`src/hdl/urtb_pkg.sv`:
```
// Shared types and constants for the UART receive/transmit ring buffer block.
// No dependencies; used by uart_rx_tx_ring_buffers_core.
package urtb_pkg;

    localparam int DATA_W  = 8;
    localparam int CMD_W   = 2;
    localparam int CNT_W   = 16;
    localparam int FILL_W  = 4;

    // Request codes
    typedef enum logic [CMD_W-1:0] {
        CMD_RX_BYTE  = 2'd0,
        CMD_HOST_RD  = 2'd1,
        CMD_HOST_WR  = 2'd2,
        CMD_TX_READY = 2'd3
    } t_cmd;

endpackage

```
`src/hdl/uart_rx_tx_ring_buffers_core.sv`:
```
// UART receive and transmit ring buffers, each store held in its own urtb_ram.
// Results appear in the cycle after the request is taken (the RAM read cycle).
// Throughput: one request per cycle while busy is low; busy is high in reset and the first cycle after it.
// Reset (synchronous, active low) empties both rings, clears the counters and the
// transmit request; ring contents are not cleared. Results cannot be stalled.
// Depends on urtb_pkg and urtb_ram.
module uart_rx_tx_ring_buffers_core #(
    parameter int RX_DEPTH = 16,
    parameter int TX_DEPTH = 16
) (
    input  logic                        i_clk,
    input  logic                        i_rst_n,
    input  logic                        start,
    output logic                        busy,
    input  logic [urtb_pkg::CMD_W-1:0]  i_cmd,
    input  logic [urtb_pkg::DATA_W-1:0] i_data,
    input  logic                        i_line_overrun,
    output logic                        o_done,
    output logic                        o_read_valid,
    output logic [urtb_pkg::DATA_W-1:0] o_read_data,
    output logic                        o_write_accepted,
    output logic                        o_send_valid,
    output logic [urtb_pkg::DATA_W-1:0] o_send_data,
    output logic                        o_send_request,
    output logic [urtb_pkg::FILL_W-1:0] o_rx_fill,
    output logic [urtb_pkg::CNT_W-1:0]  o_line_overrun_count,
    output logic [urtb_pkg::CNT_W-1:0]  o_drop_count
);

    localparam int RAW = $clog2(RX_DEPTH);
    localparam int TAW = $clog2(TX_DEPTH);
    localparam logic [RAW-1:0] RX_LAST = RAW'(RX_DEPTH - 1);
    localparam logic [TAW-1:0] TX_LAST = TAW'(TX_DEPTH - 1);
    localparam logic [RAW:0]   RX_SPAN = (RAW + 1)'(RX_DEPTH);

    // Pointers, counters and flags
    logic [RAW-1:0] r_rx_wr, n_rx_wr, r_rx_rd, n_rx_rd;
    logic [TAW-1:0] r_tx_wr, n_tx_wr, r_tx_rd, n_tx_rd;
    logic           r_tx_req, n_tx_req;
    logic [urtb_pkg::CNT_W-1:0] r_ovr_cnt, n_ovr_cnt, r_drop_cnt, n_drop_cnt;
    logic [urtb_pkg::FILL_W-1:0] r_fill, n_fill;
    logic r_done, r_rd_valid, n_rd_valid, r_wr_ok, n_wr_ok, r_snd_valid, n_snd_valid;
    logic r_busy;

    logic accept;
    urtb_pkg::t_cmd cmd;
    logic [RAW-1:0] rx_wr_next, rx_rd_next;
    logic [TAW-1:0] tx_wr_next, tx_rd_next;
    logic rx_full, rx_empty, tx_full, tx_empty;
    logic rx_we, rx_re, tx_we, tx_re;
    logic [RAW:0]  fill_raw;
    logic [urtb_pkg::DATA_W-1:0] rx_q, tx_q;

    assign accept = start && !busy;
    assign cmd    = urtb_pkg::t_cmd'(i_cmd);

    // Ring status
    assign rx_wr_next = (r_rx_wr == RX_LAST) ? '0 : r_rx_wr + 1'b1;
    assign rx_rd_next = (r_rx_rd == RX_LAST) ? '0 : r_rx_rd + 1'b1;
    assign tx_wr_next = (r_tx_wr == TX_LAST) ? '0 : r_tx_wr + 1'b1;
    assign tx_rd_next = (r_tx_rd == TX_LAST) ? '0 : r_tx_rd + 1'b1;
    assign rx_full    = (rx_wr_next == r_rx_rd);
    assign rx_empty   = (r_rx_rd == r_rx_wr);
    assign tx_full    = (tx_wr_next == r_tx_rd);
    assign tx_empty   = (r_tx_rd == r_tx_wr);

    // RAM strobes
    assign rx_we = accept && (cmd == urtb_pkg::CMD_RX_BYTE) && !rx_full;
    assign rx_re = accept && (cmd == urtb_pkg::CMD_HOST_RD) && !rx_empty;
    assign tx_we = accept && (cmd == urtb_pkg::CMD_HOST_WR) && !tx_full;
    assign tx_re = accept && (cmd == urtb_pkg::CMD_TX_READY) && !tx_empty;

    // Next state of pointers and counters
    always_comb begin
        n_rx_wr     = rx_we ? rx_wr_next : r_rx_wr;
        n_rx_rd     = rx_re ? rx_rd_next : r_rx_rd;
        n_tx_wr     = tx_we ? tx_wr_next : r_tx_wr;
        n_tx_rd     = tx_re ? tx_rd_next : r_tx_rd;
        n_ovr_cnt   = r_ovr_cnt;
        n_drop_cnt  = r_drop_cnt;
        n_tx_req    = r_tx_req;
        n_rd_valid  = rx_re;
        n_wr_ok     = tx_we;
        n_snd_valid = tx_re;
        if (accept) begin
            unique case (cmd)
                urtb_pkg::CMD_RX_BYTE: begin
                    if (i_line_overrun) begin
                        n_ovr_cnt = r_ovr_cnt + 1'b1;
                    end
                    if (rx_full) begin
                        n_drop_cnt = r_drop_cnt + 1'b1;
                    end
                end
                urtb_pkg::CMD_HOST_WR: begin
                    if (!tx_full) begin
                        n_tx_req = 1'b1;
                    end
                end
                urtb_pkg::CMD_TX_READY: begin
                    if (n_tx_rd == r_tx_wr) begin
                        n_tx_req = 1'b0;
                    end
                end
                default: begin
                end
            endcase
        end
    end

    // Receive fill after this request, truncated to the result width
    assign fill_raw = (n_rx_wr >= n_rx_rd)
                      ? {1'b0, n_rx_wr} - {1'b0, n_rx_rd}
                      : {1'b0, n_rx_wr} + RX_SPAN - {1'b0, n_rx_rd};
    assign n_fill   = urtb_pkg::FILL_W'(fill_raw);

    // Control registers
    always_ff @(posedge i_clk) begin
        if (!i_rst_n) begin
            r_rx_wr     <= '0;
            r_rx_rd     <= '0;
            r_tx_wr     <= '0;
            r_tx_rd     <= '0;
            r_tx_req    <= 1'b0;
            r_ovr_cnt   <= '0;
            r_drop_cnt  <= '0;
            r_fill      <= '0;
            r_done      <= 1'b0;
            r_rd_valid  <= 1'b0;
            r_wr_ok     <= 1'b0;
            r_snd_valid <= 1'b0;
            r_busy      <= 1'b1;
        end else begin
            r_rx_wr     <= n_rx_wr;
            r_rx_rd     <= n_rx_rd;
            r_tx_wr     <= n_tx_wr;
            r_tx_rd     <= n_tx_rd;
            r_tx_req    <= n_tx_req;
            r_ovr_cnt   <= n_ovr_cnt;
            r_drop_cnt  <= n_drop_cnt;
            r_fill      <= accept ? n_fill : r_fill;
            r_done      <= accept;
            r_rd_valid  <= n_rd_valid;
            r_wr_ok     <= n_wr_ok;
            r_snd_valid <= n_snd_valid;
            r_busy      <= 1'b0;
        end
    end

    // Ring stores
    urtb_ram #(.WIDTH(urtb_pkg::DATA_W), .DEPTH(RX_DEPTH)) u_rx_ram (
        .i_clk   (i_clk),
        .i_we    (rx_we),
        .i_waddr (r_rx_wr),
        .i_wdata (i_data),
        .i_re    (rx_re),
        .i_raddr (r_rx_rd),
        .o_rdata (rx_q)
    );

    urtb_ram #(.WIDTH(urtb_pkg::DATA_W), .DEPTH(TX_DEPTH)) u_tx_ram (
        .i_clk   (i_clk),
        .i_we    (tx_we),
        .i_waddr (r_tx_wr),
        .i_wdata (i_data),
        .i_re    (tx_re),
        .i_raddr (r_tx_rd),
        .o_rdata (tx_q)
    );

    // Result ports
    assign busy                 = r_busy;
    assign o_done               = r_done;
    assign o_read_valid         = r_rd_valid;
    assign o_read_data          = r_rd_valid ? rx_q : '0;
    assign o_write_accepted     = r_wr_ok;
    assign o_send_valid         = r_snd_valid;
    assign o_send_data          = r_snd_valid ? tx_q : '0;
    assign o_send_request       = r_tx_req;
    assign o_rx_fill            = r_fill;
    assign o_line_overrun_count = r_ovr_cnt;
    assign o_drop_count         = r_drop_cnt;

    // Checks
    a_done_follows_req: assert property (@(posedge i_clk) disable iff (!i_rst_n)
        accept |=> o_done)
        else $error("result strobe missing after a request");

    a_flags_need_done: assert property (@(posedge i_clk) disable iff (!i_rst_n)
        (o_read_valid || o_write_accepted || o_send_valid) |-> o_done)
        else $error("result flag without a result strobe");

    a_write_sets_req: assert property (@(posedge i_clk) disable iff (!i_rst_n)
        o_write_accepted |-> o_send_request)
        else $error("accepted write did not raise the transmit request");

    a_drop_only_when_full: assert property (@(posedge i_clk) disable iff (!i_rst_n)
        (r_drop_cnt != $past(r_drop_cnt)) |-> ($past(rx_full) && $past(rx_we) == 1'b0))
        else $error("drop counted while the receive ring had room");

endmodule

```
`src/hdl/urtb_ram.sv`:
```
// Generic single-clock RAM: one write port, one read port, registered read data.
// Depends on nothing; instanced for each ring store.
module urtb_ram #(
    parameter int WIDTH = 8,
    parameter int DEPTH = 16
) (
    input  logic                     i_clk,
    input  logic                     i_we,
    input  logic [$clog2(DEPTH)-1:0] i_waddr,
    input  logic [WIDTH-1:0]         i_wdata,
    input  logic                     i_re,
    input  logic [$clog2(DEPTH)-1:0] i_raddr,
    output logic [WIDTH-1:0]         o_rdata
);

    logic [WIDTH-1:0] r_mem [DEPTH];
    logic [WIDTH-1:0] r_rdata;

    // Write port
    always_ff @(posedge i_clk) begin
        if (i_we) begin
            r_mem[i_waddr] <= i_wdata;
        end
    end

    // Registered read port
    always_ff @(posedge i_clk) begin
        if (i_re) begin
            r_rdata <= r_mem[i_raddr];
        end
    end

    assign o_rdata = r_rdata;

endmodule
```
`config.mk`:
```
export PLATFORM = sky130hd
export DESIGN_NAME = uart_rx_tx_ring_buffers_core
export DESIGN_NICKNAME = d
export VERILOG_FILES = /design/src/hdl/urtb_pkg.sv /design/src/hdl/uart_rx_tx_ring_buffers_core.sv /design/src/hdl/urtb_ram.sv
export SDC_FILE = /design/constraint.sdc
export NUM_CORES = 1
export LEC_CHECK = 0
export ABC_AREA = 1
export CORE_MARGIN = 2
export CORE_UTILIZATION = 55
export DETAILED_ROUTE_END_ITERATION = 16
export DONT_BUFFER_PORTS = 1
export GPL_TIMING_DRIVEN = 0
export PLACE_DENSITY = 0.7
export RECOVER_POWER = 25
export SLEW_MARGIN = 20
export SYNTH_ARGS = -nofsm -noshare
export SYNTH_HDL_FRONTEND = slang
export SYNTH_SLANG_ARGS = --single-unit
```
`constraint.sdc`:
```
create_clock -name i_clk -period 3.38 [get_ports i_clk]
set_clock_uncertainty 0.15 [all_clocks]
set_input_delay 0.676 -clock i_clk [delete_from_list [all_inputs] [get_ports i_clk]]
set_output_delay 0.676 -clock i_clk [all_outputs]
set_load 0.05 [all_outputs]
```
### Word level (Yosys, flattened, before mapping)

Memory sizes are Yosys's and may differ from the RTL's. A register that Yosys moved wholly into a read port is not among the register bits.
Index checks and enable logic that the tools add are counted.

* output and inout bits: 58
* memories kept: 2
* logic and storage cells: 76
* bits of input ports: 14
* register bits: 58
* bits in writable memories: 256

Memories
* u_rx_ram.r_mem: depth 16, width 8, read ports 1, clocked after memory_dff 1, wr ports 1, RTL line urtb_ram.sv:16 `logic [WIDTH-1:0] r_mem [DEPTH];`
* u_tx_ram.r_mem: depth 16, width 8, read ports 1, clocked after memory_dff 1, wr ports 1, RTL line urtb_ram.sv:16

* reduce and logical (&&, ||, !) cells: 19
* eq/ne operators: 14
* $lt $le $gt $ge: 1
* multiplexer cells: 18
* add/subtract/negate cells: 9

Operators by type and width (number)
* 16-bit by 1-bit adder with 16-bit output, second input constant: 2
* 4-bit 2-to-1 mux: 8
* 4-bit by 1-bit adder with 4-bit output, second input constant: 5
* 4-bit equality test: 5
* 4-bit equality test, second input constant: 4
* 8-bit 2-to-1 mux: 2
* 1-bit logical AND: 9
* 4-bit subtractor: 2
* 1-bit 2-to-1 mux: 7
* 3-bit AND reduction: 2
* 1-bit logical NOT: 5
* 2-bit equality test, second input constant: 2
* 4-bit greater-or-equal comparator: 1
* 4-bit AND reduction: 1
* 2-bit by 1-bit equality test with 1-bit output, second input constant: 1
* 2-bit logical NOT: 1
* 2-bit by 1-bit != test with 1-bit output, second input constant: 1
* 2-bit != test, second input constant: 1
* 1-bit one-hot mux with 2 select lines: 1
* 2-bit nonzero test: 1

### Longest topological paths before layout

* word-level depth: 9
* gate-level depth with buffers: 19
* gate-level depth less buffers: 19

### By module

Synthesis repeated with hierarchy kept, for this count alone.

* cell total of the unflattened synthesis: 1603
* area, all modules: 15054.4 µm²

Modules (own cells, without submodules)
* urtb_ram: seq. area each 4083.9 µm², cells an instance 551, area each 5846.9 µm², instances 2
* uart_rx_tx_ring_buffers_core: seq. area each 1161.1 µm², cells an instance 501, area each 3360.7 µm², instances 1

### Least setup slack after synthesis

No wires, ideal clock.

* kind: register to register
* start: register r_rx_wr[0]
* end: register r_fill (netlist bit o_rx_fill[3])
* arrival time: 2.380 ns
* buffers on the path: 0
* setup slack: 0.732 ns
* setup time: 0.118 ns
* cell stages (with the launch flop): 16
* clock period less this slack: 2.648 ns
* required time: 3.112 ns
* path through: dfxtp_1 inv_1 ha_1 xnor2_1 nand3_2 nor2_4 nand2_2 nand2_2 inv_1 o21ai_0 ha_1 inv_1 a31oi_1 a21oi_1 nor2_1 nor2_1

* word-level cells in the longest chain between the ends: 9

Ends and longest elaborated chain
* start: declaration: RTL line uart_rx_tx_ring_buffers_core.sv:37 `logic [RAW-1:0] r_rx_wr, n_rx_wr, r_rx_rd, n_rx_rd;`
* start signal: assignment: RTL line uart_rx_tx_ring_buffers_core.sv:134 `r_rx_wr <= n_rx_wr;`
* 4-bit by 1-bit adder with 4-bit output or 4-bit equality test (tied branches): RTL line uart_rx_tx_ring_buffers_core.sv:58 `assign rx_wr_next = (r_rx_wr == RX_LAST) ? '0 : r_rx_wr + 1'b1;`
* 4-bit 2-to-1 mux: RTL line uart_rx_tx_ring_buffers_core.sv:58
* 4-bit equality test: RTL line uart_rx_tx_ring_buffers_core.sv:62 `assign rx_full = (rx_wr_next == r_rx_rd);`
* 1-bit logical NOT: RTL line uart_rx_tx_ring_buffers_core.sv:68 `assign rx_we = accept && (cmd == urtb_pkg::CMD_RX_BYTE) && !rx_full;`
* 1-bit logical AND: RTL line uart_rx_tx_ring_buffers_core.sv:68
* 4-bit 2-to-1 mux: RTL line uart_rx_tx_ring_buffers_core.sv:75 `n_rx_wr = rx_we ? rx_wr_next : r_rx_wr;`
* 4-bit by 1-bit adder with 4-bit output: RTL line uart_rx_tx_ring_buffers_core.sv:114 `: {1'b0, n_rx_wr} + RX_SPAN - {1'b0, n_rx_rd};`
* 4-bit subtractor: RTL line uart_rx_tx_ring_buffers_core.sv:114
* 4-bit 2-to-1 mux *: RTL line uart_rx_tx_ring_buffers_core.sv:113 `? {1'b0, n_rx_wr} - {1'b0, n_rx_rd}`
* end signal: assignment: RTL line uart_rx_tx_ring_buffers_core.sv:141 `r_fill <= accept ? n_fill : r_fill;`
* end: declaration: RTL line uart_rx_tx_ring_buffers_core.sv:41 `logic [urtb_pkg::FILL_W-1:0] r_fill, n_fill;`

Mark *: on every way between the ends. The rest lies on a longest branch, timed or not.
A chain may end at the register's enable or synchronous reset.

### Worst setup path after layout

* start: register r_rx_wr[0]
* end: memory u_rx_ram.r_mem[0][0] (enable)

* word-level cells in the longest chain between the ends: 7

Ends and longest elaborated chain
* 4-bit by 1-bit adder with 4-bit output or 4-bit equality test (tied branches): RTL line uart_rx_tx_ring_buffers_core.sv:58
* 4-bit 2-to-1 mux: RTL line uart_rx_tx_ring_buffers_core.sv:58
* 4-bit equality test: RTL line uart_rx_tx_ring_buffers_core.sv:62
* 1-bit logical NOT: RTL line uart_rx_tx_ring_buffers_core.sv:68
* 1-bit logical AND: RTL line uart_rx_tx_ring_buffers_core.sv:68
* 1-bit 2-to-1 mux: RTL line urtb_ram.sv:21 `if (i_we) begin`
* 1-bit 2-to-1 mux (implied by the code): RTL line urtb_ram.sv:22 `r_mem[i_waddr] <= i_wdata;`
* end: declaration: RTL line urtb_ram.sv:16

Parallel ways exist; a longest one is shown, timed or not.

==> qor.txt <==
Status: finished, final reports clean
Vias in the first global route: 9313
Largest net degree at the start of global routing: 33
Commonest non-fill, non-tap cell in the layout: edfxtp_1
Sequential area share after synthesis: 67.3%
Vias: 9645
Die ar.: 0.0265 sq mm
WP data required: 3350 ps
Maximum fanout along the worst path: 8
Crit end category: register
Synth top area cells: edfxtp_1 (59%), dfxtp_1 (8.4%), nor2_1 (5.6%)
Die W: 163 um
Met3 GRT Util: 4.97%
Placed Cells: 1575
Max-slew violations: 0
RSZ-0062 raised after global routing: false
H-tree depth: 2
Gpl congestion: 0.862
GRT met2 Usage: 39.1%
Commonest non-fill, non-tap cells in the layout: edfxtp_1 (272), nor2_1 (205), o21ai_0 (150), nand2_1 (143), inv_1 (76)
Synth area leader: edfxtp_1
Fmax: 332 MHz
PortBufs: 0
Crit path DAT: 2980 ps
Post-CTS resize count: 0
Max-cap viol count: 0
Share of cells above drive strength 1: 7.65%
Number of synthesized flops with an enable pin: 272
Top cell type's share of synthesized area: 59.0%
WS Path Type: register to register
Hold_buf cts: 0
Met1 Use GR: 36.1%
TNS Setup: 0 ps
Post-Synthesis Mean Instance Area: 11.1 sq um
Post-detail-place hpwl: 21.2 mm
Cell area power density: 541 mW/mm^2
Row Count: 58
YS warnings: 0
Synthesized net count: 1274
Clock root cell: clkbuf_16
Ports: 72
Routed len/inst: 20.1 um
Number of diodes: 0
Dominant synthesized flop cell: edfxtp_1
Asr flop ratio synth: 0%
Synth cell types: 42
Crit path launch type: register
Chip Height: 163 um
Fin crit share: 89.0%
Antenna-violating nets left: 0
Maximum vdd drop: 0.384 mV
Skew-Pair Late Insertion Delay: 510 ps
TritonRoute pass-1 iters: 6
LEAKAGE: 5.46 nW
CTS tree: built
Antenna violations before repair: 0
Worst-path clk slew: 60 ps
Final Hold Vio Count: 0
Synth Instances: 1245
Slew margin rel.: 35.7%
CTS max path bufs: 3
Final setup fails: 0
Final wirelength: 32.9 mm
Drt via density: 5.89
First-pass GRT wire length: 51.1 mm
GR Util All Layers: 25.3%
Busiest grt layer: met2
Pwr Total: 8.34 mW
HP Class: input pin to register
# nets final: 1311
Setup Buffers After CTS: 0
Mapped cell area: 0.0139 sq mm
Clock sink count: 330
Starting density of the core: 55.5%
Synthesis-to-layout area growth: 11.2%
Global route overflow: 0
Yosys reg bits: 330
Non-filler cells, final: 1638
Worst-margin pin slew: 959 ps
Number of buffers created by CTS: 35
Core area: 0.0250 sq mm
Initial drt markers: 1029
Remaining DRCs: 0
Final min period: 3010 ps
worst max-delay path: stages (launching register included):
cell,delay (ps)
dfxtp_2,400
inv_1,110
ha_1,350
xnor2_1,170
nand3_2,110
nor2_4,50
nand2_2,130
nand2_2,130
inv_1,150
nand2_1,140
nor2_1,730
final timing paths:
kind | from | to | slack (ps) | cells after the start
max | r_rx_wr[0] | u_rx_ram.r_mem[0][0] | 370 | 10
max reg2reg | r_rx_wr[0] | u_rx_ram.r_mem[0][0] | 370 | 10
min reg2reg | r_tx_wr[2] | r_tx_wr[2] | 480 | 2
min | i_data[4] | u_tx_ram.r_mem[6][4] | 110 | 0
sequential cells by signal (all words and copies together) (netlist names):
register              cells
o_rx_fill                 4
busy                      1
r_rx_wr                   4
o_send_valid              1
o_done                    1
u_rx_ram.o_rdata          8
r_tx_wr                   4
u_tx_ram.r_mem          128
r_rx_rd                   4
o_send_request            1
o_write_accepted          1
r_tx_rd                   4
o_read_valid              1
u_tx_ram.o_rdata          8
u_rx_ram.r_mem          128
o_drop_count             16
o_line_overrun_count     16
cell families (layout without fill, tap and decap cells):
logic type	after synthesis	after routing	synth area share (%)
and+or+nand+nor	472	472	15.1
buffers and inverters	144	207	4.04
adders and majority gates	15	15	1.35
AOI/OAI and AO/OA	262	262	10.8
DFF	330	330	67.3
xor gates and xnor gates	22	22	1.39
power breakdown:
group	internal, mW	switching, mW
registers	4.41	0.0310
logic	0.0494	0.121
clock network	2.21	1.51
total	6.67	1.67
synthesized netlist by cell type, types with 10 or more instances:
library cell and count:
nand2_1 143, dfxtp_1 58, o221ai_1 27, clkbuf_1 47
nand3_1 68, ha_1 15, nand2_2 10, o21ai_0 151
xor2_1 13, inv_1 76, nor3_1 16, nor2_1 205
edfxtp_1 272, a21oi_1 29, o22ai_1 37, buf_2 10
metal layers:
metal / wire [um] / vias to the layer above
li1: - / 4479
met4: 915 / 0
met1: 13900 / 4624
met2: 15100 / 470
met5: 0 / -
met3: 2930 / 72
stage by stage:
step                worst slack [ps]  hold WS, ps  instance area (sq um)  util, %
floorplan                        732          393                  13900        -
global placement                 183          443                  14300     57.1
detailed placement               195          457                  14300     57.2
CTS                              207         97.1                  15400     61.7
global route                    88.5         90.9                  15400     61.7
finish                           370          113                  15400     61.7
cell type report:
type / instances / area (sq um)
plain buffers: 60 / 243
clock inverters: 17 / 128
clock buffers: 46 / 990
inverters: 84 / 317
multi-input cells: 771 / 3990
well taps: 330 / 413
flip-flops and latches: 330 / 9330
fillers: 1985 / 9560
Power figures use the tool's default switching activity.
